`config.mk`:
```
export PLATFORM = sky130hd
export DESIGN_NAME = single_wire_humidity_sensor_reader_unit_flat
export DESIGN_NICKNAME = d
export VERILOG_FILES = /design/src/rtl/shwsr_pkg.sv /design/src/rtl/shwsr_if.sv /design/src/rtl/single_wire_humidity_sensor_reader_unit.sv /design/src/flat_wrapper.sv
export SDC_FILE = /design/constraint.sdc
export NUM_CORES = 1
export LEC_CHECK = 0
export ABC_CLOCK_PERIOD_IN_PS = 5450
export BUFFER_PORTS_ARGS = -buffer_cell sky130_fd_sc_hd__buf_2
export CAP_MARGIN = 20
export CORE_ASPECT_RATIO = 1.2
export CORE_MARGIN = 1.5
export CORE_UTILIZATION = 55
export CTS_CLUSTER_SIZE = 16
export DETAILED_ROUTE_END_ITERATION = 10
export MAX_ROUTING_LAYER = met4
export PLACE_DENSITY = 0.75
export SYNTH_ARGS = -nofsm -noshare
export SYNTH_HDL_FRONTEND = slang
export SYNTH_SLANG_ARGS = --single-unit
```
`constraint.sdc`:
```
create_clock -name clk -period 5.45 [get_ports clk]
set_input_delay 0.8175 -clock clk [delete_from_list [all_inputs] [get_ports clk]]
set_output_delay 0.8175 -clock clk [all_outputs]
set_load 0.1 [all_outputs]
```
`src/rtl/shwsr_pkg.sv`:
```
// Package: phase encoding, status codes, register map and widths for the sensor reader.
`timescale 1ns / 1ps
package shwsr_pkg;

	// Number of bytes in one sensor frame (humidity 2, temperature 2, checksum 1)
	localparam int FRAME_BYTES = 5;
	localparam int BYTE_IDX_W  = 3;
	localparam int BIT_IDX_W   = 3;

	// Register widths
	localparam int GUARD_W  = 18;
	localparam int START_W  = 16;
	localparam int DELAY_W  = 10;
	localparam int EDGE_W   = 16;

	// APB map
	localparam int PADDR_W  = 5;
	localparam int PDATA_W  = 32;

	// Register indexes (byte address = 4 * index)
	localparam logic [2:0] REG_GUARD        = 3'd0;
	localparam logic [2:0] REG_START_LOW    = 3'd1;
	localparam logic [2:0] REG_FIRST_CHECK  = 3'd2;
	localparam logic [2:0] REG_SECOND_CHECK = 3'd3;
	localparam logic [2:0] REG_SETTLE       = 3'd4;
	localparam logic [2:0] REG_BIT_SAMPLE   = 3'd5;
	localparam logic [2:0] REG_EDGE_TIMEOUT = 3'd6;

	// Reset values of the registers
	localparam logic [GUARD_W-1:0] GUARD_RST        = 18'd100000;
	localparam logic [START_W-1:0] START_LOW_RST    = 16'd500;
	localparam logic [DELAY_W-1:0] FIRST_CHECK_RST  = 10'd40;
	localparam logic [DELAY_W-1:0] SECOND_CHECK_RST = 10'd80;
	localparam logic [DELAY_W-1:0] SETTLE_RST       = 10'd80;
	localparam logic [DELAY_W-1:0] BIT_SAMPLE_RST   = 10'd30;
	localparam logic [EDGE_W-1:0]  EDGE_TIMEOUT_RST = 16'd200;

	typedef enum logic [3:0] {
		PH_IDLE       = 4'd0,
		PH_GUARD_PRE  = 4'd1,
		PH_START_LOW  = 4'd2,
		PH_CHECK_LOW  = 4'd3,
		PH_CHECK_HIGH = 4'd4,
		PH_SETTLE     = 4'd5,
		PH_WAIT_RISE  = 4'd6,
		PH_SAMPLE     = 4'd7,
		PH_WAIT_FALL  = 4'd8,
		PH_GUARD_POST = 4'd9
	} phase_t;

	typedef enum logic [2:0] {
		ST_OK           = 3'd0,
		ST_NO_LOW       = 3'd1,
		ST_NO_HIGH      = 3'd2,
		ST_EDGE_TIMEOUT = 3'd3,
		ST_BAD_CHECKSUM = 3'd4
	} status_t;

endpackage

```
`src/rtl/shwsr_if.sv`:
```
// Interfaces: tick channel (start request, line sample) and result channel.
`timescale 1ns / 1ps
interface shwsr_tick_if;
	logic valid;
	logic ready;
	logic start_req;
	logic line_level;

	modport source (output valid, output start_req, output line_level, input ready);
	modport sink   (input valid, input start_req, input line_level, output ready);
endinterface

interface shwsr_res_if;
	logic        valid;
	logic        ready;
	logic        drive_enable;
	logic        drive_level;
	logic        busy_res;
	logic        done_res;
	logic [2:0]  status;
	logic [15:0] humidity_word;
	logic [15:0] temperature_word;
	logic [7:0]  received_checksum;

	modport source (output valid, output drive_enable, output drive_level, output busy_res,
		output done_res, output status, output humidity_word, output temperature_word,
		output received_checksum, input ready);
	modport sink   (input valid, input drive_enable, input drive_level, input busy_res,
		input done_res, input status, input humidity_word, input temperature_word,
		input received_checksum, output ready);
endinterface

```
`src/rtl/single_wire_humidity_sensor_reader_unit.sv`:
```
// Top level: single-wire humidity/temperature sensor protocol sequencer.
//
// Usage
//  tick   : one word per timebase tick (normally 1 us) carrying start_req and the sampled
//           data line level. A start request is ignored while a reading is in progress.
//  result : one word per accepted tick, showing the state after that tick: line drive
//           (drive_enable / drive_level), busy, a one-word done pulse, the last status and
//           the stored frame bytes.
//  APB    : seven 32-bit timing registers at byte addresses 0x00..0x18; write only while idle.
// Output: a tick's result is registered and presented in the cycle after it is accepted.
// Throughput: one tick per cycle when not stalled; the sequencer state is updated in a
//   single pass from the accepted tick; the result register decouples the two channels.
// Stall: while a result is held and result.ready is low, tick.ready drops and no tick is
//   taken; nothing is lost or repeated. tick.ready = !result_valid || result.ready.
// Reset: arst_n clears the sequencer to idle, the frame bytes and status to zero, empties
//   the result register and loads the register reset values (guard 100000, start 500,
//   checks 40/80, settle 80, bit sample 30, edge timeout 200).
`timescale 1ns / 1ps
module single_wire_humidity_sensor_reader_unit
	import shwsr_pkg::*;
#(
	parameter int COUNTER_BITS = 20
) (
	input  logic               clk,
	input  logic               arst_n,
	shwsr_tick_if.sink         tick,
	shwsr_res_if.source        result,
	input  logic               psel,
	input  logic               penable,
	input  logic               pwrite,
	input  logic [PADDR_W-1:0] paddr,
	input  logic [PDATA_W-1:0] pwdata,
	output logic [PDATA_W-1:0] prdata,
	output logic               pready
);

	// Configuration registers
	logic [GUARD_W-1:0] guard_q;
	logic [START_W-1:0] start_low_q;
	logic [DELAY_W-1:0] first_check_q;
	logic [DELAY_W-1:0] second_check_q;
	logic [DELAY_W-1:0] settle_q;
	logic [DELAY_W-1:0] bit_sample_q;
	logic [EDGE_W-1:0]  edge_timeout_q;

	// Sequencer state
	phase_t                  phase_q, phase_n;
	logic [COUNTER_BITS-1:0] wait_count_q, wait_count_n;
	logic [BIT_IDX_W-1:0]    bit_index_q, bit_index_n;
	logic [BYTE_IDX_W-1:0]   byte_index_q, byte_index_n;
	logic [7:0]              shift_byte_q, shift_byte_n;
	logic [7:0]              frame_q [FRAME_BYTES];
	logic [7:0]              frame_n [FRAME_BYTES];
	status_t                 last_status_q, last_status_n;
	logic                    done_n;

	// Result register
	logic        res_valid_q;
	logic        drive_enable_q, drive_level_q, busy_q, done_q;
	logic [2:0]  status_q;
	logic [15:0] humidity_q, temperature_q;
	logic [7:0]  checksum_q;

	logic                    fire;
	logic [COUNTER_BITS-1:0] cnt_inc;
	logic [COUNTER_BITS-1:0] edge_limit;
	logic [7:0]              sum;
	logic [BYTE_IDX_W-1:0]   byte_inc;
	logic                    cfg_we;

	// Handshake
	assign tick.ready = !res_valid_q || result.ready;
	assign fire       = tick.valid && tick.ready;

	// APB register file
	assign pready = 1'b1;
	assign cfg_we = psel && penable && pwrite;

	always_ff @(posedge clk or negedge arst_n) begin
		if (!arst_n) begin
			guard_q        <= GUARD_RST;
			start_low_q    <= START_LOW_RST;
			first_check_q  <= FIRST_CHECK_RST;
			second_check_q <= SECOND_CHECK_RST;
			settle_q       <= SETTLE_RST;
			bit_sample_q   <= BIT_SAMPLE_RST;
			edge_timeout_q <= EDGE_TIMEOUT_RST;
		end else if (cfg_we) begin
			case (paddr[4:2])
				REG_GUARD:        guard_q        <= pwdata[GUARD_W-1:0];
				REG_START_LOW:    start_low_q    <= pwdata[START_W-1:0];
				REG_FIRST_CHECK:  first_check_q  <= pwdata[DELAY_W-1:0];
				REG_SECOND_CHECK: second_check_q <= pwdata[DELAY_W-1:0];
				REG_SETTLE:       settle_q       <= pwdata[DELAY_W-1:0];
				REG_BIT_SAMPLE:   bit_sample_q   <= pwdata[DELAY_W-1:0];
				REG_EDGE_TIMEOUT: edge_timeout_q <= pwdata[EDGE_W-1:0];
				default: ;
			endcase
		end
	end

	always_comb begin
		case (paddr[4:2])
			REG_GUARD:        prdata = PDATA_W'(guard_q);
			REG_START_LOW:    prdata = PDATA_W'(start_low_q);
			REG_FIRST_CHECK:  prdata = PDATA_W'(first_check_q);
			REG_SECOND_CHECK: prdata = PDATA_W'(second_check_q);
			REG_SETTLE:       prdata = PDATA_W'(settle_q);
			REG_BIT_SAMPLE:   prdata = PDATA_W'(bit_sample_q);
			REG_EDGE_TIMEOUT: prdata = PDATA_W'(edge_timeout_q);
			default:          prdata = '0;
		endcase
	end

	// Shared timing helpers
	assign cnt_inc    = wait_count_q + 1'b1;
	assign edge_limit = COUNTER_BITS'({1'b0, edge_timeout_q} + 17'd1);
	assign sum        = frame_q[0] + frame_q[1] + frame_q[2] + frame_q[3];
	assign byte_inc   = byte_index_q + 1'b1;

	// Next-state logic for one tick
	always_comb begin
		phase_n       = phase_q;
		wait_count_n  = wait_count_q;
		bit_index_n   = bit_index_q;
		byte_index_n  = byte_index_q;
		shift_byte_n  = shift_byte_q;
		frame_n       = frame_q;
		last_status_n = last_status_q;
		done_n        = 1'b0;

		case (phase_q)
			PH_IDLE: begin
				if (tick.start_req) begin
					phase_n      = PH_GUARD_PRE;
					wait_count_n = '0;
					bit_index_n  = '0;
					byte_index_n = '0;
					shift_byte_n = '0;
				end
			end
			PH_GUARD_PRE: begin
				wait_count_n = cnt_inc;
				if (cnt_inc >= COUNTER_BITS'(guard_q)) begin
					phase_n      = PH_START_LOW;
					wait_count_n = '0;
				end
			end
			PH_START_LOW: begin
				wait_count_n = cnt_inc;
				if (cnt_inc >= COUNTER_BITS'(start_low_q)) begin
					phase_n      = PH_CHECK_LOW;
					wait_count_n = '0;
				end
			end
			PH_CHECK_LOW: begin
				wait_count_n = cnt_inc;
				if (cnt_inc >= COUNTER_BITS'(first_check_q)) begin
					if (tick.line_level) begin
						done_n        = 1'b1;
						last_status_n = ST_NO_LOW;
					end else begin
						phase_n      = PH_CHECK_HIGH;
						wait_count_n = '0;
					end
				end
			end
			PH_CHECK_HIGH: begin
				wait_count_n = cnt_inc;
				if (cnt_inc >= COUNTER_BITS'(second_check_q)) begin
					if (!tick.line_level) begin
						done_n        = 1'b1;
						last_status_n = ST_NO_HIGH;
					end else begin
						phase_n      = PH_SETTLE;
						wait_count_n = '0;
					end
				end
			end
			PH_SETTLE: begin
				wait_count_n = cnt_inc;
				if (cnt_inc >= COUNTER_BITS'(settle_q)) begin
					phase_n      = PH_WAIT_RISE;
					wait_count_n = '0;
				end
			end
			PH_WAIT_RISE: begin
				if (tick.line_level) begin
					phase_n      = PH_SAMPLE;
					wait_count_n = '0;
				end else begin
					wait_count_n = cnt_inc;
					if (cnt_inc >= edge_limit) begin
						done_n        = 1'b1;
						last_status_n = ST_EDGE_TIMEOUT;
					end
				end
			end
			PH_SAMPLE: begin
				wait_count_n = cnt_inc;
				if (cnt_inc >= COUNTER_BITS'(bit_sample_q)) begin
					shift_byte_n = {shift_byte_q[6:0], tick.line_level};
					phase_n      = PH_WAIT_FALL;
					wait_count_n = '0;
				end
			end
			PH_WAIT_FALL: begin
				if (!tick.line_level) begin
					wait_count_n = '0;
					if (bit_index_q == BIT_IDX_W'(7)) begin
						// byte complete: store it and move on
						if (byte_index_q < BYTE_IDX_W'(FRAME_BYTES))
							frame_n[byte_index_q] = shift_byte_q;
						shift_byte_n = '0;
						bit_index_n  = '0;
						byte_index_n = byte_inc;
						if (byte_inc >= BYTE_IDX_W'(FRAME_BYTES))
							phase_n = PH_GUARD_POST;
						else
							phase_n = PH_WAIT_RISE;
					end else begin
						bit_index_n = bit_index_q + 1'b1;
						phase_n     = PH_WAIT_RISE;
					end
				end else begin
					wait_count_n = cnt_inc;
					if (cnt_inc >= edge_limit) begin
						done_n        = 1'b1;
						last_status_n = ST_EDGE_TIMEOUT;
					end
				end
			end
			PH_GUARD_POST: begin
				wait_count_n = cnt_inc;
				if (cnt_inc >= COUNTER_BITS'(guard_q)) begin
					done_n        = 1'b1;
					last_status_n = (sum == frame_q[4]) ? ST_OK : ST_BAD_CHECKSUM;
				end
			end
			default: begin
				phase_n      = PH_IDLE;
				wait_count_n = '0;
			end
		endcase

		// sequence end, normal or aborted
		if (done_n) begin
			phase_n      = PH_IDLE;
			wait_count_n = '0;
		end
	end

	// Sequencer state registers, advanced once per accepted tick
	always_ff @(posedge clk or negedge arst_n) begin
		if (!arst_n) begin
			phase_q       <= PH_IDLE;
			wait_count_q  <= '0;
			bit_index_q   <= '0;
			byte_index_q  <= '0;
			shift_byte_q  <= '0;
			last_status_q <= ST_OK;
			for (int i = 0; i < FRAME_BYTES; i++)
				frame_q[i] <= '0;
		end else if (fire) begin
			phase_q       <= phase_n;
			wait_count_q  <= wait_count_n;
			bit_index_q   <= bit_index_n;
			byte_index_q  <= byte_index_n;
			shift_byte_q  <= shift_byte_n;
			last_status_q <= last_status_n;
			frame_q       <= frame_n;
		end
	end

	// Result word valid flag
	always_ff @(posedge clk or negedge arst_n) begin
		if (!arst_n)
			res_valid_q <= 1'b0;
		else if (tick.ready)
			res_valid_q <= tick.valid;
	end

	// Result payload, loaded with the state after the tick
	always_ff @(posedge clk) begin
		if (fire) begin
			drive_enable_q <= (phase_n == PH_GUARD_PRE) || (phase_n == PH_START_LOW) ||
				(phase_n == PH_GUARD_POST);
			drive_level_q  <= (phase_n == PH_GUARD_PRE) || (phase_n == PH_GUARD_POST);
			busy_q         <= (phase_n != PH_IDLE);
			done_q         <= done_n;
			status_q       <= last_status_n;
			humidity_q     <= {frame_n[0], frame_n[1]};
			temperature_q  <= {frame_n[2], frame_n[3]};
			checksum_q     <= frame_n[4];
		end
	end

	assign result.valid             = res_valid_q;
	assign result.drive_enable      = drive_enable_q;
	assign result.drive_level       = drive_level_q;
	assign result.busy_res          = busy_q;
	assign result.done_res          = done_q;
	assign result.status            = status_q;
	assign result.humidity_word     = humidity_q;
	assign result.temperature_word  = temperature_q;
	assign result.received_checksum = checksum_q;

endmodule
```
`src/flat_wrapper.sv`:
```
// flat-port wrapper written by rule: the top's interface ports become plain ports
module single_wire_humidity_sensor_reader_unit_flat import shwsr_pkg::*;
#(
	parameter int COUNTER_BITS = 20
)
  (clk, arst_n, psel, penable, pwrite, paddr, pwdata, prdata, pready, tick_valid, tick_start_req, tick_line_level, tick_ready, result_valid, result_drive_enable, result_drive_level, result_busy_res, result_done_res, result_status, result_humidity_word, result_temperature_word, result_received_checksum, result_ready);
  shwsr_tick_if tick_i ();
  shwsr_res_if result_i ();
  input  logic clk;
  input  logic arst_n;
  input  logic psel;
  input  logic penable;
  input  logic pwrite;
  input  logic [PADDR_W-1:0] paddr;
  input  logic [PDATA_W-1:0] pwdata;
  output logic [PDATA_W-1:0] prdata;
  output logic pready;
  input wire logic [$bits(tick_i.valid)-1:0] tick_valid;
  input wire logic [$bits(tick_i.start_req)-1:0] tick_start_req;
  input wire logic [$bits(tick_i.line_level)-1:0] tick_line_level;
  output wire logic [$bits(tick_i.ready)-1:0] tick_ready;
  output wire logic [$bits(result_i.valid)-1:0] result_valid;
  output wire logic [$bits(result_i.drive_enable)-1:0] result_drive_enable;
  output wire logic [$bits(result_i.drive_level)-1:0] result_drive_level;
  output wire logic [$bits(result_i.busy_res)-1:0] result_busy_res;
  output wire logic [$bits(result_i.done_res)-1:0] result_done_res;
  output wire logic [$bits(result_i.status)-1:0] result_status;
  output wire logic [$bits(result_i.humidity_word)-1:0] result_humidity_word;
  output wire logic [$bits(result_i.temperature_word)-1:0] result_temperature_word;
  output wire logic [$bits(result_i.received_checksum)-1:0] result_received_checksum;
  input wire logic [$bits(result_i.ready)-1:0] result_ready;
  assign tick_i.valid = tick_valid;
  assign tick_i.start_req = tick_start_req;
  assign tick_i.line_level = tick_line_level;
  assign tick_ready = tick_i.ready;
  assign result_valid = result_i.valid;
  assign result_drive_enable = result_i.drive_enable;
  assign result_drive_level = result_i.drive_level;
  assign result_busy_res = result_i.busy_res;
  assign result_done_res = result_i.done_res;
  assign result_status = result_i.status;
  assign result_humidity_word = result_i.humidity_word;
  assign result_temperature_word = result_i.temperature_word;
  assign result_received_checksum = result_i.received_checksum;
  assign result_i.ready = result_ready;
  single_wire_humidity_sensor_reader_unit #(.COUNTER_BITS(COUNTER_BITS)) u_core (.clk(clk), .arst_n(arst_n), .tick(tick_i), .result(result_i), .psel(psel), .penable(penable), .pwrite(pwrite), .paddr(paddr), .pwdata(pwdata), .prdata(prdata), .pready(pready));
endmodule
```
==> out/summary.log <==
[run_status] status completed
[clock_tree] number of buffers added by the clock tree synthesis step 24
[cells_and_area] area delta synth->final 11.8%
[pwr] Switching Fraction 36.6%
[floorplan] cell row count 62
[min_path] class of the most critical hold timing path input pin to async pin
[clock_tree] Post CTS Setup Buffer Count 0
[placement] weighted congestion reported at the end of routability-driven placement 0.934
[pwr] Worst IR Drop VDD 0.000343 V
[cells_and_area] nets@finish 1,608
[yosys] Syn Inst Count 1,362
[setup_path] endpoint required time on the critical path 5.91 ns
[cells_and_area] Post-Layout Inst Area 15,100 um^2
[setup_path] category of the most critical setup path register to register
[timing] count of endpoints failing setup in the final report 0
[floorplan] x dimension of the die 146 um
[routing] detailed-routing iteration count for the pre-antenna-repair pass 5
[pwr] static leakage power 7.28 nW
[routing] count of antenna-violating nets left after detailed routing 0
[setup_path] element type at the critical path end register
[yosys] Syn Area/Cell 9.92 um^2
[clock_tree] number of H-tree branching levels 1
[setup_path] crit path DAT 5.21 ns
[timing] RSZ-0062 raised after global routing false
[yosys] number of distinct library cell variants in the gate-level netlist after synthesis 81
[yosys] count of warnings emitted by yosys 0
[setup_path] startpoint of the worst-slack reg-to-reg timing path u_core.wait_count_q[3]
[yosys] largest family of logic cells by synthesized area simple AND/OR/NAND/NOR gates
[pwr] share of power burned in combinational logic 29.3%
[global_routing] global-route wire length before repair 54,500 um
[clock_tree] Clock transition at path regs 0.06 ns
[floorplan] DIE AREA 25,500 um^2
[yosys] post-synthesis share of cell area spent on and, or, nand and nor gates 15.9%
[pwr] power share of the clock group 31.3%
[pwr] internal power of the cells 3.38 mW
[clock_tree] buffer depth of the longest clock path 3
[floorplan] overall die height 175 um
[global_routing] largest net degree at the start of global routing 75
[cells_and_area] n_diodes 0
[timing] share of the clock period used by the worst path after layout 87.2%
[timing] time the final worst path needs with I/O delays and setup 4.75 ns
[clock_tree] post-cts resize count 0
[timing] Highest Clock Rate 0.210 GHz
[setup_path] launch point of the critical path u_core.wait_count_q[3]
[routing] Via Count 10,500
[timing] pin slew with the least headroom to its limit 1.10 ns
[global_routing] Tot GR Track Use 27.7%
[timing] worst-case headroom to the max-slew limit 26.4%
[yosys] post-synth top area share 27.2%
[routing] DR DRC count 0
[floorplan] ports placed on the boundary 128
[cells_and_area] share of cells above drive strength 1 21.0%
[yosys] number of flops mapped to enable cells by yosys 47
[timing] hold_ws 0.322 ns
[yosys] proportion of synthesized area in mux cells 9.99%
[yosys] xor-xnor portion of the synthesized cell area 2.98%
[clock_tree] quantity of hold-fixing buffers added after cts 0
[yosys] cell accounting for the most synthesized area sky130_fd_sc_hd__dfrtp_1
[clock_tree] clock latency on the worst-skew pair 0.53 ns
[pwr] Power Dens Cells 353 nW/um^2
[routing] final routed wire length divided by cell count 19.0 um
[placement] number of input and output port buffers inserted 96
[timing] Final TNS setup 0 ns
[placement] post-DP HPWL 24,100 um
[floorplan] placeable core area 24,000 um^2
[flow_run] Max Cap Violations 0
[clock_tree] clock tree from TritonCTS done
[setup_path] startpoint type of the worst setup path register
[yosys] synth top area cells sky130_fd_sc_hd__dfrtp_1 27%, sky130_fd_sc_hd__edfxtp_1 10%, sky130_fd_sc_hd__ha_1 9.1%, sky130_fd_sc_hd__mux2_2 8.3%, sky130_fd_sc_hd__nand2_1 6.7%
[pwr] net load switching power 1.95 mW
[yosys] arithmetic-cell share of the synthesized area counting full adders, half adders and majority gates 11.3%
[global_routing] aggregate global routing overflow 0
[floorplan] effective utilization at floorplan 56.2%
[global_routing] via count of the first global-routing pass 10,200
[yosys] FF+latch count, synth 219
[pwr] relative contribution of sequential cells to total power 39.4%
[routing] number of vias per cell 5.88
[yosys] FFs w/ async S/R, synth 78.5%
[placement] Post-Place Cell Area 14,300 um^2
[routing] routed wire length 34,000 um
[timing] final max-slew violation count 0
[timing] number of failing hold endpoints at the final stage 0
[setup_path] critical path fanouts, max 17
[yosys] Compound-Gate Fraction of Synth Area 12.3%
[routing] count of routing violations after the opening detailed-route iteration 744
[yosys] share of synthesized area occupied by flip-flops and latches 42.5%
[yosys] commonest register cell after synthesis sky130_fd_sc_hd__dfrtp_1
[clock_tree] CTS Root Cell sky130_fd_sc_hd__clkbuf_16
[global_routing] antenna violations before repair 0
[yosys] area of the mapped netlist 13,500 um^2
[clock_tree] number of clock sinks 219
[timing] Post-Route Skew 0.00789 ns
[worst paths after layout]
kind	to	slack [ns]	cells after the start
hold reg to reg	u_core.bit_index_q[2]	0.51	2
hold / removal	u_core.frame_q[36]	0.32	1
setup / recovery	u_core.wait_count_q[1]	0.70	16
setup reg to reg	u_core.wait_count_q[1]	0.70	16
min in group clk	u_core.bit_index_q[2]	0.51	2
max in group asynchronous	u_core.start_low_q[12]	3.95	2
[sequential cells by signal, summed over array words and instances (netlist names), 4 cells and up]
register                         cells
u_core.result.temperature_word      16
u_core.wait_count_q                 20
u_core.second_check_q               10
u_core.bit_sample_q                 10
u_core.settle_q                     10
u_core.frame_q                      40
u_core.guard_q                      18
u_core.start_low_q                  16
u_core.result.received_checksum      8
u_core.shift_byte_q                  8
u_core.phase_q                       4
u_core.result.humidity_word         16
u_core.edge_timeout_q               16
u_core.first_check_q                10
[kinds of logic (layout without fill, tap and decap cells)]
family,after synthesis,after routing
AO/OA/AOI/OAI,250,250
XOR/XNOR,46,46
adder cells (fa/ha/maj),114,114
buffers and inverters,158,251
flip-flops,219,219
multiplexers,120,120
other,2,15
AND/OR/NAND/NOR,453,453
[area by class of cell]
| cell class | count | area (um^2) |
|---|---|---|
| clock buffer | 31 | 658 |
| multi-input combinational | 998 | 7170 |
| inverter | 89 | 335 |
| fill | 2018 | 8940 |
| tap | 320 | 400 |
| sequential | 219 | 5750 |
| timing repair buffer | 118 | 656 |
| clock inverter | 13 | 146 |
[synthesized netlist by cell type (17+ instances only)]
cell                       count
sky130_fd_sc_hd__edfxtp_1     47
sky130_fd_sc_hd__dfrtp_1     147
sky130_fd_sc_hd__mux2i_1      19
sky130_fd_sc_hd__nor2_1       50
sky130_fd_sc_hd__nand3_1      32
sky130_fd_sc_hd__nand2_1     240
sky130_fd_sc_hd__mux2_2       99
sky130_fd_sc_hd__ha_1         98
sky130_fd_sc_hd__o21ai_0      87
sky130_fd_sc_hd__nor3_1       26
sky130_fd_sc_hd__xnor2_1      30
sky130_fd_sc_hd__a21o_1       20
sky130_fd_sc_hd__inv_1        87
sky130_fd_sc_hd__clkbuf_1     40
sky130_fd_sc_hd__a21oi_1      35
sky130_fd_sc_hd__dfstp_2      25
sky130_fd_sc_hd__nand4_1      17
[power groups by stage]
stage | combinational [mW] | clock [mW] | sequential, mW
after floorplan | 1.02 | 0 | 2.26
after global placement | 1.51 | 0 | 2.12
after detailed placement | 1.54 | 0 | 2.12
after CTS | 1.56 | 1.69 | 2.10
after global routing | 1.70 | 1.76 | 2.12
final | 1.57 | 1.67 | 2.10
[critical path: stages (launching register included)]
cell	delay (ns)
sky130_fd_sc_hd__dfrtp_1	0.47
sky130_fd_sc_hd__nand4_2	0.37
sky130_fd_sc_hd__nor2_1	0.34
sky130_fd_sc_hd__nand3_1	0.13
sky130_fd_sc_hd__or2_2	0.31
sky130_fd_sc_hd__nand2_1	0.34
sky130_fd_sc_hd__ha_1	0.33
sky130_fd_sc_hd__a211oi_1	0.22
sky130_fd_sc_hd__o21ai_0	0.13
sky130_fd_sc_hd__a21oi_1	0.23
sky130_fd_sc_hd__o311ai_0	0.14
sky130_fd_sc_hd__nand4_1	0.22
sky130_fd_sc_hd__a31oi_1	0.19
sky130_fd_sc_hd__o211ai_2	0.20
sky130_fd_sc_hd__nand3_4	0.29
sky130_fd_sc_hd__nor3_2	0.55
sky130_fd_sc_hd__a22o_1	0.22
[metrics by stage]
stage               cells  setup WS, ns  utilization (%)  power [mW]
floorplan            1375         0.654                -        3.28
finish               1788         0.698             62.8        5.34
global route         1788         0.311             62.8        5.58
CTS                  1787         0.774             62.8        5.35
detailed placement   1743         0.793             59.4        3.67
global placement     1743         0.928             59.4        3.63
[metal layers]
metal / wire length [um] / part of all wire, % / vias to the layer above / track usage [%]
li1: - / - / 4978 / -
met1: 14100 / 41 / 5116 / 33.7
met2: 16900 / 50 / 332 / 46.7
met3: 1670 / 4.9 / 86 / 3.42
met5: 0 / 0 / - / -
met4: 1360 / 4.0 / 0 / 12.1
[layout by cell type, fill, tap and decap left out, drive strengths merged, types with 13 or more instances in the layout]
master	n
nand2b	16
a211oi	13
conb	15
xnor2	30
dfrtp	147
a21o	20
nand3	34
buf	118
o21ai	90
nand2	240
nand4	18
clkbuf	31
edfxtp	47
mux2i	19
ha	98
a21oi	36
xor2	16
mux2	99
fa	14
inv	86
dfstp	25
nor2	50
a22o	13
nor3	30
Power figures use the tool's default switching activity.
